File: config.mk
export PLATFORM = sky130hd
export DESIGN_NAME = triple_frame_buffer_owner
export DESIGN_NICKNAME = d
export VERILOG_FILES = /design/src/hdl/tfbo_pkg.sv /design/src/hdl/tfbo_ctrl.sv /design/src/hdl/tfbo_datapath.sv /design/src/hdl/triple_frame_buffer_owner.sv
export SDC_FILE = /design/constraint.sdc
export NUM_CORES = 1
export LEC_CHECK = 0
export BUFFER_PORTS_ARGS = -buffer_cell sky130_fd_sc_hd__clkbuf_2
export CAP_MARGIN = 20
export CORE_MARGIN = 2
export CORE_UTILIZATION = 25
export CTS_CLUSTER_DIAMETER = 80
export DETAILED_ROUTE_END_ITERATION = 12
export REMOVE_ABC_BUFFERS = 1
export SETUP_SLACK_MARGIN = 0.02
export SLEW_MARGIN = 25
export SYNTH_ARGS = -nofsm -noshare
export SYNTH_HDL_FRONTEND = slang
export SYNTH_SLANG_ARGS = --single-unit
export TNS_END_PERCENT = 10
File: constraint.sdc
create_clock -name clk -period 4.3 [get_ports clk]
set_clock_uncertainty 0.1 [all_clocks]
set_input_delay 0.215 -clock clk [delete_from_list [all_inputs] [get_ports clk]]
set_output_delay 0.215 -clock clk [all_outputs]
set_load 0.01 [all_outputs]
File: src/hdl/tfbo_pkg.sv
// ----------------------------------------------------------------------------
// Triple frame buffer owner package
// Shared types, codes and constants for the buffer ownership block.
// ----------------------------------------------------------------------------
`default_nettype none

package tfbo_pkg;

	localparam int NUM_BUFFERS_DEF  = 3;
	localparam int BYTES_W          = 24;
	localparam int COUNT_W          = 32;
	localparam logic [BYTES_W-1:0] FRAME_BYTES_RST = 24'd1280000;
	localparam logic [1:0] NO_BUFFER = 2'd3;

	typedef enum logic [1:0] {
		FN_DMA_REQ = 2'd0,
		FN_FRAME_DONE = 2'd1,
		FN_ACQUIRE = 2'd2,
		FN_RELEASE = 2'd3
	} func_t;

	typedef enum logic [1:0] {
		OWN_FREE = 2'd0,
		OWN_DMA = 2'd1,
		OWN_READY = 2'd2,
		OWN_READING = 2'd3
	} own_t;

	typedef enum logic {
		ST_IDLE = 1'b0,
		ST_EXEC = 1'b1
	} state_t;

	typedef struct packed {
		logic load;
		logic exec;
	} cmd_t;

endpackage

`default_nettype wire

File: src/hdl/tfbo_ctrl.sv
// ----------------------------------------------------------------------------
// Triple frame buffer owner controller
// Sequences capture and execution of one transaction and owns output valid.
// ----------------------------------------------------------------------------
`default_nettype none

module tfbo_ctrl import tfbo_pkg::*; (
	input  wire logic clk,
	input  wire logic arst_n,
	input  wire logic in_valid,
	output logic      in_ready,
	output logic      out_valid,
	input  wire logic out_ready,
	output cmd_t      cmd
);

	state_t state_q, state_d;
	logic   out_valid_q;
	logic   out_free;

	// The output register can take a new result when empty or being drained.
	assign out_free = !out_valid_q || out_ready;

	always_comb begin
		state_d = state_q;
		unique case (state_q)
			ST_IDLE: begin
				if (in_valid) state_d = ST_EXEC;
			end
			ST_EXEC: begin
				if (out_free) state_d = ST_IDLE;
			end
			default: state_d = ST_IDLE;
		endcase
	end

	always_comb begin
		cmd.load = 1'b0;
		cmd.exec = 1'b0;
		in_ready = 1'b0;
		unique case (state_q)
			ST_IDLE: begin
				in_ready = 1'b1;
				cmd.load = in_valid;
			end
			ST_EXEC: begin
				cmd.exec = out_free;
			end
			default: ;
		endcase
	end

	always_ff @(posedge clk or negedge arst_n) begin
		if (!arst_n) begin
			state_q     <= ST_IDLE;
			out_valid_q <= 1'b0;
		end else begin
			state_q <= state_d;
			if (cmd.exec) out_valid_q <= 1'b1;
			else if (out_ready) out_valid_q <= 1'b0;
		end
	end

	assign out_valid = out_valid_q;

endmodule

`default_nettype wire

File: src/hdl/tfbo_datapath.sv
// ----------------------------------------------------------------------------
// Triple frame buffer owner datapath
// Ownership table, frame counters, size register and the result register.
// ----------------------------------------------------------------------------
`default_nettype none

module tfbo_datapath import tfbo_pkg::*; #(
	parameter int NUM_BUFFERS = NUM_BUFFERS_DEF
) (
	input  wire logic               clk,
	input  wire logic               arst_n,
	input  wire cmd_t               cmd,
	input  wire logic [1:0]         func,
	input  wire logic [1:0]         buf_index,
	input  wire logic [BYTES_W-1:0] received_bytes,
	input  wire logic               cfg_we,
	input  wire logic [BYTES_W-1:0] cfg_wdata,
	output logic                    granted,
	output logic [1:0]              buffer_index,
	output logic [BYTES_W-1:0]      buffer_length,
	output logic [COUNT_W-1:0]      frame_total,
	output logic [COUNT_W-1:0]      bad_size_total,
	output logic [BYTES_W-1:0]      last_frame_bytes
);

	localparam int IDX_W = $clog2(NUM_BUFFERS);

	// Captured transaction
	func_t              func_s1;
	logic [1:0]         buf_index_s1;
	logic [BYTES_W-1:0] bytes_s1;

	// Architectural state
	own_t               owner_q [NUM_BUFFERS];
	own_t               owner_d [NUM_BUFFERS];
	logic [COUNT_W-1:0] frame_cnt_q, frame_cnt_d;
	logic [COUNT_W-1:0] bad_cnt_q, bad_cnt_d;
	logic [BYTES_W-1:0] last_size_q, last_size_d;
	logic [BYTES_W-1:0] frame_bytes_q;

	// Result register
	logic               granted_q;
	logic [1:0]         buffer_index_q;
	logic [BYTES_W-1:0] buffer_length_q;

	logic [NUM_BUFFERS-1:0] hit;
	logic                   free_found, ready_found, hit_dma, size_ok;
	logic [IDX_W-1:0]       free_idx, ready_idx, pick_idx;
	logic                   pick_valid;
	own_t                   pick_state;
	logic [IDX_W+1:0]       pick_ext;

	always_ff @(posedge clk) begin
		if (cmd.load) begin
			func_s1      <= func_t'(func);
			buf_index_s1 <= buf_index;
			bytes_s1     <= received_bytes;
		end
	end

	// Lowest free and lowest ready buffers, searched in parallel.
	always_comb begin
		free_found  = 1'b0;
		ready_found = 1'b0;
		free_idx    = '0;
		ready_idx   = '0;
		hit_dma     = 1'b0;
		for (int j = NUM_BUFFERS - 1; j >= 0; j--) begin
			hit[j] = ((IDX_W+2)'(buf_index_s1) == (IDX_W+2)'(j));
			if (owner_q[j] == OWN_FREE) begin
				free_found = 1'b1;
				free_idx   = IDX_W'(j);
			end
			if (owner_q[j] == OWN_READY) begin
				ready_found = 1'b1;
				ready_idx   = IDX_W'(j);
			end
			if (hit[j] && owner_q[j] == OWN_DMA) hit_dma = 1'b1;
		end
	end

	assign size_ok = (bytes_s1 == frame_bytes_q);

	always_comb begin
		pick_valid  = 1'b0;
		pick_idx    = '0;
		pick_state  = OWN_DMA;
		frame_cnt_d = frame_cnt_q;
		bad_cnt_d   = bad_cnt_q;
		last_size_d = last_size_q;
		for (int j = 0; j < NUM_BUFFERS; j++) owner_d[j] = owner_q[j];

		unique case (func_s1)
			FN_DMA_REQ: begin
				// Falling back to a ready buffer drops its older frame.
				pick_state = OWN_DMA;
				if (free_found) begin
					pick_valid = 1'b1;
					pick_idx   = free_idx;
				end else if (ready_found) begin
					pick_valid = 1'b1;
					pick_idx   = ready_idx;
				end
			end
			FN_FRAME_DONE: begin
				frame_cnt_d = frame_cnt_q + 1'b1;
				last_size_d = bytes_s1;
				if (!size_ok) bad_cnt_d = bad_cnt_q + 1'b1;
				for (int j = 0; j < NUM_BUFFERS; j++) begin
					if (hit_dma && size_ok && owner_q[j] == OWN_READY)
						owner_d[j] = OWN_FREE;
					if (hit[j] && owner_q[j] == OWN_DMA)
						owner_d[j] = size_ok ? OWN_READY : OWN_FREE;
				end
			end
			FN_ACQUIRE: begin
				pick_state = OWN_READING;
				pick_valid = ready_found;
				pick_idx   = ready_idx;
			end
			FN_RELEASE: begin
				for (int j = 0; j < NUM_BUFFERS; j++)
					if (hit[j] && owner_q[j] == OWN_READING) owner_d[j] = OWN_FREE;
			end
			default: ;
		endcase

		if (pick_valid) begin
			for (int j = 0; j < NUM_BUFFERS; j++)
				if (pick_idx == IDX_W'(j)) owner_d[j] = pick_state;
		end
	end

	assign pick_ext = {2'b00, pick_idx};

	always_ff @(posedge clk or negedge arst_n) begin
		if (!arst_n) begin
			for (int j = 0; j < NUM_BUFFERS; j++) owner_q[j] <= OWN_FREE;
			frame_cnt_q   <= '0;
			bad_cnt_q     <= '0;
			last_size_q   <= '0;
			frame_bytes_q <= FRAME_BYTES_RST;
		end else begin
			if (cfg_we) frame_bytes_q <= cfg_wdata;
			if (cmd.exec) begin
				for (int j = 0; j < NUM_BUFFERS; j++) owner_q[j] <= owner_d[j];
				frame_cnt_q <= frame_cnt_d;
				bad_cnt_q   <= bad_cnt_d;
				last_size_q <= last_size_d;
			end
		end
	end

	always_ff @(posedge clk) begin
		if (cmd.exec) begin
			granted_q       <= pick_valid;
			buffer_index_q  <= pick_valid ? pick_ext[1:0] : NO_BUFFER;
			buffer_length_q <= pick_valid ? frame_bytes_q : '0;
		end
	end

	// The counter registers are only written alongside the result register,
	// so they always match the result being shown.
	assign granted          = granted_q;
	assign buffer_index     = buffer_index_q;
	assign buffer_length    = buffer_length_q;
	assign frame_total      = frame_cnt_q;
	assign bad_size_total   = bad_cnt_q;
	assign last_frame_bytes = last_size_q;

endmodule

`default_nettype wire

File: src/hdl/triple_frame_buffer_owner.sv
// Usage: frame buffer ownership tracker shared by a capture DMA and a reader.
// The input channel (in_valid/in_ready) carries one operation per transaction:
// func selects DMA request, frame done, reader acquire or reader release, with
// buf_index and received_bytes as operands. The output channel
// (out_valid/out_ready) returns exactly one result per operation, in order.
// An operation passes through the controller in order: the idle state
// captures it, then the execute state updates the ownership table and loads
// the result register, which raises out_valid; no new operation is taken
// until that step is done. A new operation is accepted while a previous
// result still waits in the result register; if the receiver stalls, the
// update waits until that register drains, and in_ready stays low meanwhile.
// Reset frees every buffer, clears the counters and last size, and loads the
// expected frame size register with its default. That register is written
// through cfg_we and cfg_wdata in a single cycle and should only change while
// the block is idle.
// ----------------------------------------------------------------------------
// Triple frame buffer owner
// Top level joining the sequencing controller and the ownership datapath.
// ----------------------------------------------------------------------------
`default_nettype none

module triple_frame_buffer_owner import tfbo_pkg::*; #(
	parameter int NUM_BUFFERS = NUM_BUFFERS_DEF
) (
	input  wire logic               clk,
	input  wire logic               arst_n,
	input  wire logic               in_valid,
	output logic                    in_ready,
	input  wire logic [1:0]         func,
	input  wire logic [1:0]         buf_index,
	input  wire logic [BYTES_W-1:0] received_bytes,
	output logic                    out_valid,
	input  wire logic               out_ready,
	output logic                    granted,
	output logic [1:0]              buffer_index,
	output logic [BYTES_W-1:0]      buffer_length,
	output logic [COUNT_W-1:0]      frame_total,
	output logic [COUNT_W-1:0]      bad_size_total,
	output logic [BYTES_W-1:0]      last_frame_bytes,
	input  wire logic               cfg_we,
	input  wire logic [BYTES_W-1:0] cfg_wdata
);

	cmd_t cmd;

	tfbo_ctrl u_ctrl (
		.clk       (clk),
		.arst_n    (arst_n),
		.in_valid  (in_valid),
		.in_ready  (in_ready),
		.out_valid (out_valid),
		.out_ready (out_ready),
		.cmd       (cmd)
	);

	tfbo_datapath #(
		.NUM_BUFFERS (NUM_BUFFERS)
	) u_datapath (
		.clk              (clk),
		.arst_n           (arst_n),
		.cmd              (cmd),
		.func             (func),
		.buf_index        (buf_index),
		.received_bytes   (received_bytes),
		.cfg_we           (cfg_we),
		.cfg_wdata        (cfg_wdata),
		.granted          (granted),
		.buffer_index     (buffer_index),
		.buffer_length    (buffer_length),
		.frame_total      (frame_total),
		.bad_size_total   (bad_size_total),
		.last_frame_bytes (last_frame_bytes)
	);

endmodule

`default_nettype wire

==> flow_metrics.py, run 1 <==
metrics = {
    "synthesis": {
        "synth_top_family_by_area": "simple AND/OR/NAND/NOR gates",
        "synth_mux_area_share_pct": 3.65,
        "synth_edf_count": 55,
        "synthFlopType": "dfrtp_1",
        "yosysTopAreaCell": "dfrtp_1",
        "synth_xor_area_share_pct": 10.1,
        "synth-compound-area-share_pct": 6.55,
        "yosysWarnings": 0,
        "syn_area_per_cell_um2": 12.1,
        "synth_seq_cells": 175,
        "synthCells": 636,
        "async_reset_ff_share_pct": 68.6,
        "synth_seq_area_share_pct": 60.4,
        "synthesis.area_mm2": 0.00772,
        "synth_cell_type_count": 58,
        "synth-simple-area-share_pct": 17.2,
        "synthAdderAreaFrac_pct": 0.324,
        "netlist.area_leader.share_pct": 37.3,
        "synth_area_leaders": "dfrtp_1, edfxtp_1, xnor2_1",
    },
    "clocking": {
        "numCtsBuffers": 17,
        "post_cts_resize_count": 0,
        "cts.clk_slew.worst_paths_ns": 0.07,
        "cts_tree": "done",
        "clockBufferDepth": 2,
        "root_buffer": "clkbuf_16",
        "htree_levels": 4,
        "cts_sinks": 175,
        "clock_latency_ns": 0.44,
    },
    "sta": {
        "drv_slew": 0,
        "tightestPinTransition_ns": 0.992,
        "period_needed_ns": 2.53,
        "fmax_mhz": 394,
        "hold_violations": 0,
        "finalSetupViolations": 0,
        "rsz0062_at_grt": "false",
        "finalSetupTns_ns": 0,
        "max-slew-margin-rel_pct": 33.7,
        "final.period_utilization_pct": 59.0,
        "whs_ns": 0.131,
    },
    "placed_design": {
        "portBuffers": 173,
        "hpwl_um": 14700,
        "gp_congestion": 0.809,
        "dp.cells": 1187,
    },
    "floorplan": {
        "die-area_mm2": 0.0323,
        "start_util_pct": 25.3,
        "die_x_um": 180,
        "fp.dieH_um": 180,
        "io_pins": 174,
        "fp-row-count": 64,
        "coreArea_mm2": 0.0305,
    },
    "worst_setup_path": {
        "r2r_cells": 6,
        "startpoint_type": "flip-flop",
        "path_buf_inv": 1,
        "cp_slowest_cell": "edfxtp_1",
        "cp_data_required_time_ns": 4.55,
        "crit_type": "reg2reg",
        "r2r_end": "u_datapath.frame_total[21]$_DFFE_PN0P_",
        "crit_family": "simple AND/OR/NAND/NOR gates",
        "cp-end-kind": "flip-flop",
        "cp_cell_sequence": "nand2b_1, or4_1, nor3_1, buf_4, and3_1, xor2_1",
        "r2r_start": "u_datapath.func_s1[1]$_DFFE_PP_",
        "crit_arrival_ns": 2.79,
        "r2r_slack_ns": 1.77,
        "cpPeakStageDelay_ns": 0.65,
        "critPathMaxFanout": 18,
    },
    "final_layout": {
        "diodes": 0,
        "instances_no_fill": 1275,
        "drive_above_1_share_pct": 30.4,
        "nNetsFinal": 925,
        "area_delta_synth_final_pct": 32.8,
        "fillerInstances": 3004,
    },
    "run": {
        "cap_violations": 0,
    },
    "grt": {
        "grt_max_degree": 69,
        "grt_pass1_vias": 5961,
        "grt_antenna_before_repair": 0,
        "track_usage_pct": 13.3,
        "grt_first_pass_wirelength_um": 33600,
        "gr-total-overflow": 0,
    },
    "hold_path": {
        "hp-class": "in2async",
    },
    "route": {
        "routed_wl_um": 21000,
        "routed-via-count": 5652,
        "dr.pass1.iters": 4,
        "avgRoutedWirePerCell_um": 16.5,
        "drtIter0Drc": 333,
        "via_per_inst": 4.43,
        "ant_nets": 0,
        "drcViolationCount": 0,
    },
    "power_and_ir_drop": {
        "power_density_mw_per_mm2": 502,
        "irDropWorstVdd_uv": 306,
        "p_leak_nw": 4.64,
    },
    "status": {
        "outcome": "finished clean",
    },
}
[stage by stage]
| stage | util (%) | power, mW | instance area, um2 | worst slack (ns) |
|---|---|---|---|---|
| floorplan | - | 2.94 | 7600 | 1.19 |
| global placement | 29.7 | 3.53 | 9060 | 1.75 |
| detailed placement | 29.7 | 3.54 | 9060 | 1.72 |
| CTS | 33.5 | 5.22 | 10200 | 1.69 |
| global route | 33.6 | 5.44 | 10200 | 1.46 |
| finish | 33.6 | 5.15 | 10200 | 1.77 |
[layout make-up]
class / instances / area, um2 / area share (%)
clock inverters: 14 / 169 / 1.65
inverters: 7 / 26.3 / 0.256
multi-input cells: 426 / 2940 / 28.7
repair buffers: 239 / 1520 / 14.8
flip-flops and latches: 175 / 4660 / 45.5
well taps: 396 / 495 / 4.83
clock buffers: 18 / 439 / 4.29
[Yosys cell counts (all sizes together) (10+ instances only)]
library cell	instances
a2111oi	12
a211oi	13
a21oi	12
and2	27
and3	10
clkbuf	22
dfrtp	115
edfxtp	55
mux2	25
nand2	101
nand3	28
nand4	19
nor2	13
nor3	11
xnor2	46
xor2	43
[power by group]
group	internal, mW	leakage (nW)	switching, mW
sequential	2.10	2.06	0.258
combinational	0.453	2.27	0.722
clock	0.895	0.302	0.720
total	3.45	4.64	1.70
[registers in the layout, indices dropped and copies added (netlist names)]
name / flops
u_ctrl.state_q: 1
u_datapath.last_frame_bytes: 24
u_datapath.frame_total: 32
u_datapath.buffer_index: 2
u_ctrl.out_valid: 1
u_datapath.bytes_s1: 24
u_datapath.granted: 1
u_datapath.buf_index_s1: 2
u_datapath.frame_bytes_q: 24
u_datapath.buffer_length: 24
u_datapath.func_s1: 2
u_datapath.bad_size_total: 32
u_datapath.owner_q: 6
[how the worst max path moves through the flow]
stage	cells after the start	to	from
after global placement	6	u_datapath.frame_total[22]$_DFFE_PN0P_	u_datapath.func_s1[0]$_DFFE_PP_
after detailed placement	6	u_datapath.frame_total[22]$_DFFE_PN0P_	u_datapath.func_s1[0]$_DFFE_PP_
after global routing	6	u_datapath.frame_total[22]$_DFFE_PN0P_	u_datapath.func_s1[0]$_DFFE_PP_
final	6	u_datapath.frame_total[21]$_DFFE_PN0P_	u_datapath.func_s1[1]$_DFFE_PP_
after floorplan	5	u_datapath.frame_total[22]$_DFFE_PN0P_	u_datapath.func_s1[0]$_DFFE_PP_
after CTS	6	u_datapath.frame_total[22]$_DFFE_PN0P_	u_datapath.func_s1[0]$_DFFE_PP_
[layer usage]
metal  vias to the layer above  track usage, %  wire, um
met5                         -               0         0
met4                         0            4.81       384
met3                        25            3.12       740
met2                       109            22.2     10600
met1                      2811            16.7      9280
li1                       2707               -         -
[repair_timing]
action	CTS	global route
hold endpoints to repair	116	0
hold buffers	55	0
buffers inserted	0	0
[worst register-to-register path, stage by stage, from the launching register on]
cell and delay [ns]:
edfxtp_1 0.65, nand2b_1 0.35, or4_1 0.63, nor3_1 0.18, buf_4 0.22, and3_1 0.19
xor2_1 0.14
[kinds of logic after synthesis]
kind of cell / Yosys count
AOI/OAI and AO/OA: 62
xor gates and xnor gates: 89
adders and majority gates: 2
buffers and inverters: 35
DFF: 175
muxes: 25
and+or+nand+nor: 248
[layout by cell type, fill, tap and decap left out, drive strengths merged, types with 6 or more instances in the layout]
cell type	instances
xor2	43
clkbuf	190
nand4	19
mux2	25
nor2	13
nand3	28
dfrtp	115
and4	7
xnor2	46
and3	10
nor2b	8
and2	27
buf	12
o21ai	7
edfxtp	55
a2111oi	12
nor3	11
nand2	101
a21oi	12
a211oi	13
nor4	6
inv	14
dlygate4sd3	55
(Power assumes the default switching activity.)
==> run 2, diff against run 1 <==
Settings changed: ABC_AREA set to 1.
Clock period 4.3 ns to 2.3 ns, I/O delays scaled along.
==> run 2 against run 1 <==
Design area grew 4.2%; utilization grew 0.26 points; fmax grew 21%; critical path type unchanged; setup slack lost 1.6 ns; first-iteration DRC count shrank 3.6%; clock power grew 83%; critical endpoint is now u_datapath.bad_size_total[11]$_DFFE_PN0P_; via count grew 18%; worst hold slack lost 0.0022 ns; largest cell class unchanged; sequential share of layout area shrank 1.8 points.
==> flow_metrics.py, run 2 <==
metrics = {
    "clocking": {
        "cts.clk_slew.worst_paths_ns": 0.07,
        "clock_latency_ns": 0.44,
        "root_buffer": "clkbuf_16",
        "cts_tree": "done",
        "htree_levels": 4,
        "clockBufferDepth": 2,
        "cts_sinks": 175,
        "numCtsBuffers": 17,
        "post_cts_buffers": 0,
    },
    "worst_setup_path": {
        "startpoint_type": "flip-flop",
        "cp_slowest_cell": "dfstp_2",
        "crit_type": "reg2reg",
        "cp_common_cell": "nand2_1",
        "crit_arrival_ns": 2.31,
        "cp_data_required_time_ns": 2.51,
        "cp_cell_sequence": "xnor2_1, nand2_1, nor2_1, nand2_1, nor2_2, nand2_1, nand2_1, buf_12, nor2_1, nand2_1, nor2_1, xor2_1",
        "critPathMaxFanout": 19,
        "r2r_slack_ns": 0.20,
        "r2r_start": "u_datapath.frame_bytes_q[16]$_DFFE_PN1P_",
        "cp-end-kind": "flip-flop",
        "r2r_cells": 12,
        "r2r_end": "u_datapath.bad_size_total[11]$_DFFE_PN0P_",
        "cpPeakStageDelay_ns": 0.54,
    },
    "sta": {
        "rsz0062_at_grt": "false",
        "final.period_utilization_pct": 91.2,
        "hold_violations": 0,
        "finalWorstSetupSlack_ns": 0.202,
        "finalSetupViolations": 0,
        "tightestPinTransition_ns": 0.922,
        "drv_slew": 0,
        "max-slew-margin-rel_pct": 38.5,
        "period_needed_ns": 2.10,
        "fmax_mhz": 477,
    },
    "synthesis": {
        "yosysMostFrequentCell": "nand2_1",
        "yosysWarnings": 0,
        "synthCells": 866,
        "synth_commonest_cells": "nand2_1, dfrtp_1, inv_1",
        "synth_cell_type_count": 37,
        "synthesis.area_mm2": 0.00802,
        "syn_area_per_cell_um2": 9.26,
        "synth_edf_count": 55,
        "synthFlopType": "dfrtp_1",
        "netlist.area_leader.share_pct": 35.9,
        "synth_area_leaders": "dfrtp_1, edfxtp_1, nand2_1",
        "yosysTopAreaCell": "dfrtp_1",
        "synth_seq_cells": 175,
        "async_reset_ff_share_pct": 68.6,
        "synth_seq_area_share_pct": 58.1,
    },
    "run": {
        "cap_violations": 0,
    },
    "route": {
        "avgRoutedWirePerCell_um": 14.9,
        "routed-via-count": 6687,
        "drcViolationCount": 0,
        "ant_nets": 0,
        "routed_wl_um": 22900,
        "via_per_inst": 4.36,
        "drtIter0Drc": 321,
        "dr.pass1.iters": 5,
    },
    "placed_design": {
        "hpwl_um": 16700,
        "portBuffers": 173,
        "gp_congestion": 0.895,
        "dp_slack_ns": 0.143,
    },
    "final_layout": {
        "drive_above_1_share_pct": 22.1,
        "multi_input_area_mm2": 0.00294,
        "post-route-util_pct": 33.9,
        "fillerInstances": 3248,
        "nNetsFinal": 1176,
        "seqCellArea_mm2": 0.00466,
        "area_delta_synth_final_pct": 33.2,
        "final_common_cell": "nand2_1",
        "final_cell_mix": "nand2_1, clkbuf_2, dfrtp_1, inv_1, nor2_1",
    },
    "power_and_ir_drop": {
        "p_leak_nw": 5.17,
        "irDropWorstVdd_uv": 509,
        "power_density_mw_per_mm2": 963,
    },
    "floorplan": {
        "io_pins": 174,
        "die-area_mm2": 0.0335,
        "die_x_um": 183,
        "coreArea_mm2": 0.0316,
        "fp.dieH_um": 183,
        "start_util_pct": 25.4,
        "fp-row-count": 65,
    },
    "status": {
        "outcome": "finished clean",
    },
    "grt": {
        "grt_max_degree": 49,
        "grt_antenna_before_repair": 2,
        "grt_first_pass_wirelength_um": 36900,
        "gr-total-overflow": 0,
        "track_usage_pct": 14.2,
        "grt_pass1_vias": 6770,
    },
    "hold_path": {
        "hp-class": "in2async",
    },
}
## run 2: changes by cell type in the layout (fill, tap and decap cells not counted), moves of 19 or more
| cell | delta |
|---|---|
| nand2_1 | +155 |
| inv_1 | +88 |
| nor2_1 | +69 |
| o21ai_0 | +46 |
| and2_1 | -27 |
| mux2_2 | -24 |
| xnor2_1 | -19 |
## run 2: per-stage QoR
| stage | power [mW] | hold WS [ns] | TNS, ns | cell area [um2] | std cells |
|---|---|---|---|---|---|
| floorplan | 5.95 | -0.281 | -0.0945 | 7950 | 849 |
| global route | 10.9 | 0.179 | 0 | 10700 | 1533 |
| CTS | 10.4 | 0.132 | 0 | 10700 | 1532 |
| global placement | 7.30 | 0.0655 | 0 | 9540 | 1445 |
| finish | 10.3 | 0.129 | 0 | 10700 | 1533 |
| detailed placement | 7.35 | 0.0639 | 0 | 9540 | 1445 |
## run 2: where the power goes
part / total [mW] / leakage [nW] / internal (mW) / switching [mW]
Combinational: 2.75 / 2.85 / 1.01 / 1.74
Sequential: 4.58 / 2.04 / 4.04 / 0.541
Clock: 2.96 / 0.281 / 1.63 / 1.34
## run 2: what timing repair did
item,CTS,global route
hold buffers,55,0
endpoints found under the setup margin,0,6
endpoints found under the hold margin,90,0
resized for setup,0,2
## run 2: worst max path at each step
stage	from	end	slack, ns
after floorplan	u_datapath.func_s1[1]$_DFFE_PP_	u_datapath.bad_size_total[5]$_DFFE_PN0P_	-0.05
after global placement	u_datapath.frame_bytes_q[16]$_DFFE_PN1P_	u_datapath.bad_size_total[11]$_DFFE_PN0P_	0.17
after detailed placement	u_datapath.frame_bytes_q[16]$_DFFE_PN1P_	u_datapath.bad_size_total[12]$_DFFE_PN0P_	0.14
after CTS	u_datapath.frame_bytes_q[16]$_DFFE_PN1P_	u_datapath.bad_size_total[12]$_DFFE_PN0P_	0.13
after global routing	u_datapath.frame_bytes_q[16]$_DFFE_PN1P_	u_datapath.bad_size_total[12]$_DFFE_PN0P_	0.04
final	u_datapath.frame_bytes_q[16]$_DFFE_PN1P_	u_datapath.bad_size_total[11]$_DFFE_PN0P_	0.20
## run 2: cell families after synthesis
family / Yosys count / share of synthesized area (%)
and+or+nand+nor: 434 / 23.6
DFF: 175 / 58.1
buffers and inverters: 114 / 5.43
xor gates and xnor gates: 78 / 8.52
AOI/OAI and AO/OA: 63 / 3.99
adders and majority gates: 2 / 0.312
## run 2: area by class of cell
cell class,instances,area share [%]
diodes,1,0.0234
clock buffers,19,4.05
clock inverters,13,1.43
inverters,97,3.43
multi-input cells,577,27.5
flip-flops and latches,175,43.6
well taps,402,4.71
repair buffers,249,15.2
## run 2: worst max-delay path, delay by kind of cell, from the launching register on
kind | cells | cell delay (ns)
xor+xnor | 2 | 0.24
buf+inv | 1 | 0.18
flops | 1 | 0.54
simple gates | 9 | 0.91
## run 2: layer usage
metal | part of all wire (%) | wire, um | global-route usage (%) | up-vias
met1 | 46 | 10400 | 18.4 | 3168
met3 | 6.1 | 1390 | 3.63 | 27
met4 | 1.6 | 365 | 4.45 | 2
met5 | 0.048 | 11 | 0 | -
met2 | 47 | 10700 | 23.2 | 210
li1 | - | - | - | 3280
